## src/hdl/brl_pkg.sv

```systemverilog
// Shared constants and types for the line segment rasterizer.
package brl_pkg;

  localparam int COORD_BITS = 6;
  localparam int COLOR_BITS = 24;
  localparam int ERR_BITS   = COORD_BITS + 3;

  typedef enum logic {
    ST_IDLE,
    ST_RUN
  } brl_state_t;

  typedef struct packed {
    logic load;
    logic advance;
  } brl_cmd_t;

  typedef struct packed {
    logic last;
  } brl_stat_t;

endpackage

```

## src/hdl/brl_if.sv

```systemverilog
// Channel interfaces for line segments in and pixels out.
interface brl_seg_if;
  import brl_pkg::*;

  logic                  valid;
  logic                  ready;
  logic [COORD_BITS-1:0] start_x;
  logic [COORD_BITS-1:0] start_y;
  logic [COORD_BITS-1:0] end_x;
  logic [COORD_BITS-1:0] end_y;
  logic [COLOR_BITS-1:0] pen_color;

  modport source (output valid, start_x, start_y, end_x, end_y, pen_color, input ready);
  modport sink (input valid, start_x, start_y, end_x, end_y, pen_color, output ready);
endinterface

interface brl_pix_if;
  import brl_pkg::*;

  logic                  valid;
  logic                  ready;
  logic [COORD_BITS-1:0] pixel_x;
  logic [COORD_BITS-1:0] pixel_y;
  logic [COLOR_BITS-1:0] pixel_color;
  logic                  last_pixel;

  modport source (output valid, pixel_x, pixel_y, pixel_color, last_pixel, input ready);
  modport sink (input valid, pixel_x, pixel_y, pixel_color, last_pixel, output ready);
endinterface

```

## src/hdl/brl_ctrl.sv

```systemverilog
// Controller state machine that sequences segment setup and pixel stepping.
module brl_ctrl (
  input  logic               clk,
  input  logic               rst_n,
  input  logic               in_valid,
  output logic               in_ready,
  output logic               out_valid,
  input  logic               out_ready,
  input  brl_pkg::brl_stat_t stat,
  output brl_pkg::brl_cmd_t  cmd
);
  import brl_pkg::*;

  brl_state_t state_r;
  brl_state_t state_nxt;

  always_ff @(posedge clk) begin
    if (!rst_n) begin
      state_r <= ST_IDLE;
    end else begin
      state_r <= state_nxt;
    end
  end

  always_comb begin
    state_nxt   = state_r;
    in_ready    = 1'b0;
    out_valid   = 1'b0;
    cmd.load    = 1'b0;
    cmd.advance = 1'b0;
    case (state_r)
      ST_IDLE: begin
        in_ready = 1'b1;
        if (in_valid) begin
          cmd.load  = 1'b1;
          state_nxt = ST_RUN;
        end
      end
      ST_RUN: begin
        out_valid = 1'b1;
        if (out_ready) begin
          cmd.advance = 1'b1;
          if (stat.last) begin
            state_nxt = ST_IDLE;
          end
        end
      end
      default: begin
        state_nxt = ST_IDLE;
      end
    endcase
  end

endmodule

```

## src/hdl/brl_dp.sv

```systemverilog
// Datapath holding the segment setup, the error term and the current pixel.
module brl_dp (
  input  logic                           clk,
  input  brl_pkg::brl_cmd_t              cmd,
  output brl_pkg::brl_stat_t             stat,
  input  logic [brl_pkg::COORD_BITS-1:0] start_x,
  input  logic [brl_pkg::COORD_BITS-1:0] start_y,
  input  logic [brl_pkg::COORD_BITS-1:0] end_x,
  input  logic [brl_pkg::COORD_BITS-1:0] end_y,
  input  logic [brl_pkg::COLOR_BITS-1:0] pen_color,
  output logic [brl_pkg::COORD_BITS-1:0] pixel_x,
  output logic [brl_pkg::COORD_BITS-1:0] pixel_y,
  output logic [brl_pkg::COLOR_BITS-1:0] pixel_color,
  output logic                           last_pixel
);
  import brl_pkg::*;

  logic                       swapped_r;
  logic                       up_r;
  logic [COORD_BITS-1:0]      major_r;
  logic [COORD_BITS-1:0]      minor_r;
  logic [COORD_BITS-1:0]      end_r;
  logic [COORD_BITS-1:0]      span_r;
  logic [COORD_BITS:0]        inc_r;
  logic signed [ERR_BITS-1:0] err_r;
  logic [COLOR_BITS-1:0]      color_r;

  logic signed [COORD_BITS:0] dx;
  logic signed [COORD_BITS:0] dy;
  logic [COORD_BITS-1:0]      adx;
  logic [COORD_BITS-1:0]      ady;
  logic                       swap;
  logic                       rev;
  logic                       up;
  logic [COORD_BITS-1:0]      a_maj;
  logic [COORD_BITS-1:0]      a_min;
  logic [COORD_BITS-1:0]      b_maj;
  logic [COORD_BITS-1:0]      b_min;
  logic [COORD_BITS-1:0]      p_maj;
  logic [COORD_BITS-1:0]      p_min;
  logic [COORD_BITS-1:0]      q_maj;
  logic [COORD_BITS-1:0]      q_min;
  logic [COORD_BITS-1:0]      dmin;

  logic signed [ERR_BITS-1:0] err_sum;
  logic signed [ERR_BITS-1:0] span_ext;
  logic signed [ERR_BITS-1:0] span2;
  logic                       minor_step;

  // The steeper axis becomes the major axis, and endpoints are ordered along it.
  always_comb begin
    dx    = $signed({1'b0, end_x}) - $signed({1'b0, start_x});
    dy    = $signed({1'b0, end_y}) - $signed({1'b0, start_y});
    adx   = dx[COORD_BITS] ? COORD_BITS'(-dx) : COORD_BITS'(dx);
    ady   = dy[COORD_BITS] ? COORD_BITS'(-dy) : COORD_BITS'(dy);
    swap  = adx < ady;
    a_maj = swap ? start_y : start_x;
    a_min = swap ? start_x : start_y;
    b_maj = swap ? end_y : end_x;
    b_min = swap ? end_x : end_y;
    rev   = a_maj > b_maj;
    p_maj = rev ? b_maj : a_maj;
    p_min = rev ? b_min : a_min;
    q_maj = rev ? a_maj : b_maj;
    q_min = rev ? a_min : b_min;
    up    = q_min > p_min;
    dmin  = up ? (q_min - p_min) : (p_min - q_min);
  end

  always_comb begin
    err_sum    = err_r + $signed({2'b00, inc_r});
    span_ext   = $signed({3'b000, span_r});
    span2      = $signed({2'b00, span_r, 1'b0});
    minor_step = err_sum > span_ext;
  end

  always_ff @(posedge clk) begin
    if (cmd.load) begin
      swapped_r <= swap;
      up_r      <= up;
      major_r   <= p_maj;
      minor_r   <= p_min;
      end_r     <= q_maj;
      span_r    <= q_maj - p_maj;
      inc_r     <= {dmin, 1'b0};
      err_r     <= '0;
      color_r   <= pen_color;
    end else if (cmd.advance) begin
      major_r <= major_r + COORD_BITS'(1);
      if (minor_step) begin
        minor_r <= up_r ? (minor_r + COORD_BITS'(1)) : (minor_r - COORD_BITS'(1));
        err_r   <= err_sum - span2;
      end else begin
        err_r <= err_sum;
      end
    end
  end

  assign stat.last   = major_r == end_r;
  assign pixel_x     = swapped_r ? minor_r : major_r;
  assign pixel_y     = swapped_r ? major_r : minor_r;
  assign pixel_color = color_r;
  assign last_pixel  = stat.last;

endmodule

```

## src/hdl/bresenham_line_rasterizer.sv

```systemverilog
// Top level of the line segment rasterizer.
//
//   Channel   Direction  Transaction
//   in_seg    input      one segment: two endpoints and a pen color
//   out_pix   output     one pixel: x, y, color and a last flag
//
// A segment takes a setup step and then gives one pixel per cycle while out_pix
// is ready, 1 to 64 pixels in all, as one stepping register set serves it alone.
// A new segment is taken only after the last pixel of the previous one is taken.
// A stall on out_pix holds the current pixel and its error term.
// Reset returns the controller to idle; the datapath registers are not reset.
module bresenham_line_rasterizer (
  input logic       clk,
  input logic       rst_n,
  brl_seg_if.sink   in_seg,
  brl_pix_if.source out_pix
);
  import brl_pkg::*;

  brl_cmd_t  cmd;
  brl_stat_t stat;

  brl_ctrl u_ctrl (
    .clk       (clk),
    .rst_n     (rst_n),
    .in_valid  (in_seg.valid),
    .in_ready  (in_seg.ready),
    .out_valid (out_pix.valid),
    .out_ready (out_pix.ready),
    .stat      (stat),
    .cmd       (cmd)
  );

  brl_dp u_dp (
    .clk         (clk),
    .cmd         (cmd),
    .stat        (stat),
    .start_x     (in_seg.start_x),
    .start_y     (in_seg.start_y),
    .end_x       (in_seg.end_x),
    .end_y       (in_seg.end_y),
    .pen_color   (in_seg.pen_color),
    .pixel_x     (out_pix.pixel_x),
    .pixel_y     (out_pix.pixel_y),
    .pixel_color (out_pix.pixel_color),
    .last_pixel  (out_pix.last_pixel)
  );

endmodule
```

## src/flat_wrapper.sv

```systemverilog
// flat-port wrapper written by rule: the top's interface ports become plain ports
module bresenham_line_rasterizer_flat import brl_pkg::*;
  (clk, rst_n, in_seg_valid, in_seg_start_x, in_seg_start_y, in_seg_end_x, in_seg_end_y, in_seg_pen_color, in_seg_ready, out_pix_valid, out_pix_pixel_x, out_pix_pixel_y, out_pix_pixel_color, out_pix_last_pixel, out_pix_ready);
  brl_seg_if in_seg_i ();
  brl_pix_if out_pix_i ();
  input logic clk;
  input logic rst_n;
  input wire logic [$bits(in_seg_i.valid)-1:0] in_seg_valid;
  input wire logic [$bits(in_seg_i.start_x)-1:0] in_seg_start_x;
  input wire logic [$bits(in_seg_i.start_y)-1:0] in_seg_start_y;
  input wire logic [$bits(in_seg_i.end_x)-1:0] in_seg_end_x;
  input wire logic [$bits(in_seg_i.end_y)-1:0] in_seg_end_y;
  input wire logic [$bits(in_seg_i.pen_color)-1:0] in_seg_pen_color;
  output wire logic [$bits(in_seg_i.ready)-1:0] in_seg_ready;
  output wire logic [$bits(out_pix_i.valid)-1:0] out_pix_valid;
  output wire logic [$bits(out_pix_i.pixel_x)-1:0] out_pix_pixel_x;
  output wire logic [$bits(out_pix_i.pixel_y)-1:0] out_pix_pixel_y;
  output wire logic [$bits(out_pix_i.pixel_color)-1:0] out_pix_pixel_color;
  output wire logic [$bits(out_pix_i.last_pixel)-1:0] out_pix_last_pixel;
  input wire logic [$bits(out_pix_i.ready)-1:0] out_pix_ready;
  assign in_seg_i.valid = in_seg_valid;
  assign in_seg_i.start_x = in_seg_start_x;
  assign in_seg_i.start_y = in_seg_start_y;
  assign in_seg_i.end_x = in_seg_end_x;
  assign in_seg_i.end_y = in_seg_end_y;
  assign in_seg_i.pen_color = in_seg_pen_color;
  assign in_seg_ready = in_seg_i.ready;
  assign out_pix_valid = out_pix_i.valid;
  assign out_pix_pixel_x = out_pix_i.pixel_x;
  assign out_pix_pixel_y = out_pix_i.pixel_y;
  assign out_pix_pixel_color = out_pix_i.pixel_color;
  assign out_pix_last_pixel = out_pix_i.last_pixel;
  assign out_pix_i.ready = out_pix_ready;
  bresenham_line_rasterizer u_core (.clk(clk), .rst_n(rst_n), .in_seg(in_seg_i), .out_pix(out_pix_i));
endmodule
```

## config.mk

```make
export PLATFORM = sky130hd
export DESIGN_NAME = bresenham_line_rasterizer_flat
export DESIGN_NICKNAME = d
export VERILOG_FILES = /design/src/hdl/brl_pkg.sv /design/src/hdl/brl_if.sv /design/src/hdl/brl_ctrl.sv /design/src/hdl/brl_dp.sv /design/src/hdl/bresenham_line_rasterizer.sv /design/src/flat_wrapper.sv
export SDC_FILE = /design/constraint.sdc
export NUM_CORES = 1
export LEC_CHECK = 0
export ABC_AREA = 1
export BUFFER_PORTS_ARGS = -buffer_cell sky130_fd_sc_hd__buf_2
export CAP_MARGIN = 20
export CORE_ASPECT_RATIO = 1.5
export CORE_MARGIN = 2
export CORE_UTILIZATION = 58
export DETAILED_ROUTE_END_ITERATION = 12
export GPL_TIMING_DRIVEN = 0
export PLACE_DENSITY_LB_ADDON = 0.08
export SLEW_MARGIN = 20
export SYNTH_ARGS = -nofsm -noshare
export SYNTH_HDL_FRONTEND = slang
export SYNTH_HIERARCHICAL = 1
export SYNTH_SLANG_ARGS = --single-unit
export TNS_END_PERCENT = 100
```

## constraint.sdc

```tcl
create_clock -name clk -period 11.8 [get_ports clk]
set_clock_uncertainty 0.2 [all_clocks]
set_input_delay 3.54 -clock clk [delete_from_list [all_inputs] [get_ports clk]]
set_output_delay 3.54 -clock clk [all_outputs]
set_load 0.01 [all_outputs]
```

==> reports/qor.txt, run 1 <==
Post-synth EDFFs - 56
Layout area overhead - 16.1%
Antenna violations before repair - 0
CTS-repair resized insts - 0
Non-filler instance count after layout - 926
First-pass GRT wire length - 22800 um
Worst Path Required - 11.68 ns
Clock sink count - 65
Floorplan row count - 43
Worst Reg-to-Reg Cells - 14
WL per Instance - 15.2 um
I/O pin total - 91
Total GRT Usage - 0.276
MaxCap Viol Count - 0
Reg2reg setup slack - 7.72 ns
Gpl congestion - 0.967
Post-synthesis register bit count - 65
Clk pin slew, worst setup/hold paths - 0.06 ns
Inserted Diodes - 0
Most frequent cells after synthesis - 164 x nand2_1, 117 x inv_1, 68 x o21ai_0
Critical path class - in2reg
Final setup vio count - 0
Hold buffer count at cts - 0
Synth cell types - 42
Final net count - 925
Final wirelength - 14100 um
Worst min-delay path startpoint - u_core/u_dp/err_r[5]
Dpl cells - 910
Sequential fraction of the synthesis area - 0.333
Largest net degree at the start of global routing - 27
CTS tree - done
Largest stage delay on the critical path - 0.40 ns
Syn Std Cell Area - 5590 um2
Crit Reg-Reg Endpoint - u_core/u_dp/minor_r[2]
Period utilisation layout - 0.894
Ys async rst share - 0
Pre-antenna DRT Iters - 5
Via Count - 5099
Initial Util - 0.600
Worst R2R Start - u_core/u_dp/inc_r[1]
Worst Setup Start Kind - input port
RSZ-0062 raised after global routing - no
Remaining global-route overflow - 0
Syn nets - 823
Post-CTS Setup Bufs - 0
Most used cell, CP - inv_1
Yosys warnings - 6
Top cell type's share of synthesized area - 0.301
Num CTS Buffers - 9
Clock Tree Root - clkbuf_16
Worst-path fanout max - 10
Antenna Nets Post-Route - 0
Leading area contributor after synthesis - edfxtp_1
Most frequent cell after synthesis - nand2_1
Max-slew headroom - 0.353
Core area - 9310 um2
Arr. time, crit path - 10.42 ns
Port bufs - 90
Detailed Place HPWL - 11600 um
Hold path endpoint - u_core/u_dp/err_r[5]
Die width - 84.2 um
# DRC - 0
Period minus WS final - 10.54 ns
Top post-synthesis cells by area - edfxtp_1 30%, ha_1 13%, nand2_1 11%
Min Hold Slack - 0.272 ns
Vias per inst - 5.51
Clock Path Buffers - 2
H-Tree Depth - 3
DR iter-0 viols - 312
Hold Fails Final Rpt - 0
Die area - 10500 um2
Die Y-Extent - 124 um
Setup TNS - 0 ns
Hold Path Stages - 2
Syn Area/Cell - 7.91 um2
Clock latency at the later pin of the worst-skew pair - 0.34 ns
Ys flop type - edfxtp_1
Layout cell share with drive strength beyond 1 - 0.194
Vias in the first global route - 5025
Fmax - 94.8 MHz
Worst Hold Class - reg2reg
Status - complete, no violations
Syn Inst Count - 707
Final Max Slew Viols - 0
Worst slew pin tran - 0.960 ns
CP max-delay cell - fa_1
Endpoint class of the critical path - flop
## critical path: cells and delay by family
| family | cells | cell delay (ns) |
|---|---|---|
| adder cells (fa/ha/maj) | 6 | 1.88 |
| AND/OR/NAND/NOR | 12 | 1.40 |
| buffers and inverters | 12 | 1.69 |
| multiplexers | 1 | 0.26 |
| XOR/XNOR | 3 | 0.61 |
| AO/OA/AOI/OAI | 6 | 0.99 |
## cell type report
class / count / area [um2]
inverters: 121 / 457
clock buffers: 10 / 229
plain buffers: 16 / 95.1
clock inverters: 6 / 45.0
repair buffers: 91 / 478
multi-input cells: 505 / 3180
flip-flops and latches: 65 / 1860
fillers: 757 / 2820
well taps: 112 / 140
## sequential cells by signal, indices dropped and copies added (netlist names)
register,count
u_core/u_dp/inc_r,6
u_core/u_dp/minor_r,6
u_core/u_dp/span_r,6
u_core/u_ctrl/state_r,1
u_core/u_dp/up_r,1
u_core/u_dp/pixel_color,24
u_core/u_dp/major_r,6
u_core/u_dp/swapped_r,1
u_core/u_dp/end_r,6
u_core/u_dp/err_r,8
## through the flow
stage	util	setup WS, ns	instance area (um2)
floorplan	-	2.06	5590
global placement	0.664	1.10	6180
detailed placement	0.668	0.918	6210
CTS	0.697	1.28	6490
global route	0.697	0.643	6490
finish	0.697	1.26	6490
## placed cells by master, fill, tap and decap left out, types with 3 or more instances in the layout
| master | instances |
|---|---|
| nand2_1 | 164 |
| inv_1 | 117 |
| buf_2 | 94 |
| o21ai_0 | 68 |
| ha_1 | 57 |
| edfxtp_1 | 56 |
| a21oi_1 | 38 |
| nand3_1 | 35 |
| xor2_1 | 29 |
| nor2_1 | 19 |
| nand2_2 | 15 |
| xnor2_1 | 10 |
| clkbuf_16 | 9 |
| clkbuf_1 | 9 |
| dfxtp_1 | 9 |
| or2_2 | 7 |
| fa_1 | 7 |
| o21ai_1 | 6 |
| o21ai_2 | 5 |
| nor3_1 | 5 |
| o211ai_1 | 5 |
| o21bai_1 | 4 |
| nand2_4 | 4 |
| nand4_1 | 4 |
| clkinvlp_4 | 3 |
| inv_2 | 3 |
| nand3_2 | 3 |
## per-layer routing
| layer | wire, um | GRT usage |
|---|---|---|
| met1 | 5010 | 0.265 |
| met2 | 7630 | 0.530 |
| met3 | 768 | 0.0478 |
| met4 | 703 | 0.160 |
| met5 | 0 | 0 |
## worst max-delay path by stage
stage / start / slack (ns) / cells after the start / to
CTS: in_seg_start_y[0] / 1.28 / 40 / u_core/u_dp/inc_r[4]
finish: in_seg_start_y[0] / 1.26 / 40 / u_core/u_dp/inc_r[4]
global route: in_seg_end_y[0] / 0.64 / 41 / u_core/u_dp/inc_r[4]
global placement: in_seg_start_y[0] / 1.10 / 40 / u_core/u_dp/inc_r[4]
floorplan: in_seg_end_y[0] / 2.06 / 40 / u_core/u_dp/inc_r[4]
detailed placement: in_seg_start_y[0] / 0.92 / 40 / u_core/u_dp/inc_r[4]
## logic make-up (layout without fill, tap and decap cells)
group | Yosys count | count (layout) | share of synthesized area
and+or+nand+nor | 264 | 264 | 0.215
AOI/OAI and AO/OA | 137 | 137 | 0.137
buffers and inverters | 137 | 244 | 0.0987
DFF | 65 | 65 | 0.333
adders and majority gates | 64 | 64 | 0.153
xor gates and xnor gates | 39 | 39 | 0.0611
muxes | 1 | 1 | 0.00179
Power of run 1 is not shown: default switching activity piles up to over one toggle a cycle in this logic, so the estimate is an artifact.
==> inputs of run 2 (changes only) <==
- CORE_UTILIZATION: 58 -> 40
==> run 2 against run 1 <==
  * Die area increased by 43%
  * Routed wire length increased by 3.0%
  * Final area increased by 2.2%
  * Maximum frequency decreased by 0.65%
  * Non-clock buffer count increased by 1
  * Sequential share of layout area decreased by 0.61 points
  * Cell count increased by 5.5%
  * Via count decreased by 3.3%
  * Sequential cell count unchanged
  * Global-route usage decreased by 7.5 points
  * Utilization decreased by 21 points
  * Critical path depth increased by 1
  * Highest routed layer unchanged
==> reports/qor.txt, run 2 (synthesis results as in run 1) <==
Status - complete, no violations
Worst slew pin tran - 0.975 ns
Arr. time, crit path - 10.49 ns
Flip-flop and latch area - 1860 um2
Die area - 15000 um2
First-pass GRT wire length - 23400 um
Commonest non-fill, non-tap cell in the layout - nand2_1
Layout cell share with drive strength beyond 1 - 0.196
Clock Path Buffers - 2
Via Count - 4933
Clock sink count - 65
Final Max Slew Viols - 0
Initial Util - 0.411
Fillers - 1351
Number of flip-flops in the largest register - 24
Setup TNS - 0 ns
Hold buffer count at cts - 0
I/O pin total - 91
WL per Instance - 14.9 um
Most frequent cells in the layout - 164 x nand2_1, 117 x inv_1, 94 x buf_2
Area of the multi-input gates - 3180 um2
Num CTS Buffers - 9
Period utilisation layout - 0.899
CP max-delay cell - fa_1
Endpoint class of the critical path - flop
RSZ-0062 raised after global routing - no
Worst Setup Start Kind - input port
DR iter-0 viols - 165
Largest stage delay on the critical path - 0.40 ns
Vias per inst - 5.05
Antenna violations before repair - 0
MaxCap Viol Count - 0
Final setup vio count - 0
Detailed Place HPWL - 12400 um
Die width - 101 um
Remaining global-route overflow - 0
Floorplan row count - 52
CTS-repair resized insts - 0
Most used cell, CP - inv_1
Max-slew headroom - 0.343
CP Buf/Inv Count - 13
Critical path class - in2reg
Clock latency at the later pin of the worst-skew pair - 0.33 ns
Die Y-Extent - 149 um
Worst-path fanout max - 10
Fmax - 94.2 MHz
Hold Fails Final Rpt - 0
CTS tree - done
Post-CTS Setup Bufs - 0
Core area - 13600 um2
Pre-antenna DRT Iters - 5
Total GRT Usage - 0.201
Final wirelength - 14500 um
Clk pin slew, worst setup/hold paths - 0.06 ns
Antenna Nets Post-Route - 0
Inserted Diodes - 0
Largest net degree at the start of global routing - 19
Vias in the first global route - 4924
Period minus WS final - 10.61 ns
Clock Tree Root - clkbuf_16
Final worst setup slack - 1.19 ns
H-Tree Depth - 3
Worst Hold Class - reg2reg
Worst Path Required - 11.67 ns
Port bufs - 90
Place WS - 0.780 ns
# DRC - 0
Top Family by Delay on Critical Path - adder cells
Final net count - 926
Gpl congestion - 0.953
Min Hold Slack - 0.265 ns
Layout area overhead - 18.6%
[run 2: changes by cell type in the layout (fill, tap and decap cells not counted), sizes merged]
cell,previous run,this run
buf,99,100
inv,121,123
clkinvlp,3,0
clkbuf,18,17
bufinv,0,2
[run 2: area by class of cell]
cell class / instances / share of cell area
Multi-Input combinational cell: 505 / 0.480
Sequential cell: 65 / 0.281
Timing Repair Buffer: 92 / 0.0762
Inverter: 121 / 0.0689
Clock buffer: 9 / 0.0340
Tap cell: 162 / 0.0306
Clock inverter: 7 / 0.0151
Buffer: 16 / 0.0143
[run 2: final timing paths]
check	depth (start not counted)	to	startpoint	slack [ns]
worst max-delay path	41	u_core/u_dp/inc_r[4]	in_seg_end_y[0]	1.19
worst min-delay path	2	u_core/u_dp/err_r[6]	u_core/u_dp/err_r[6]	0.27
worst max register to register	14	u_core/u_dp/minor_r[0]	u_core/u_dp/inc_r[1]	7.70
worst min register to register	2	u_core/u_dp/err_r[6]	u_core/u_dp/err_r[6]	0.27
[run 2: per-layer routing]
layer	vias to the layer above	global-route usage	wire length, um
li1	2536	-	-
met1	2251	0.212	5480
met2	123	0.389	8080
met3	23	0.0276	575
met4	0	0.0829	398
met5	-	0	0
[run 2: worst reg2reg max path, stage by stage, from the launching register on]
cell      delay, ns
edfxtp_1       0.41
ha_1           0.25
fa_1           0.41
nand2_1        0.08
nand2_1        0.05
a21oi_1        0.21
xor2_1         0.17
inv_1          0.10
ha_1           0.30
inv_1          0.05
o31ai_1        0.23
o41ai_1        0.13
nand3_1        0.12
nand2_1        0.19
o21ai_0        0.82
[run 2: stage by stage]
| stage | util | std cells | area, um2 |
|---|---|---|---|
| 2_1_floorplan | - | 707 | 5590 |
| 3_3_place_gp | 0.459 | 959 | 6240 |
| 3_5_place_dp | 0.464 | 961 | 6300 |
| 4_1_cts | 0.488 | 977 | 6630 |
| 5_1_grt | 0.488 | 977 | 6630 |
| 6_report | 0.488 | 977 | 6630 |
Power of run 2 is left out for the same reason.
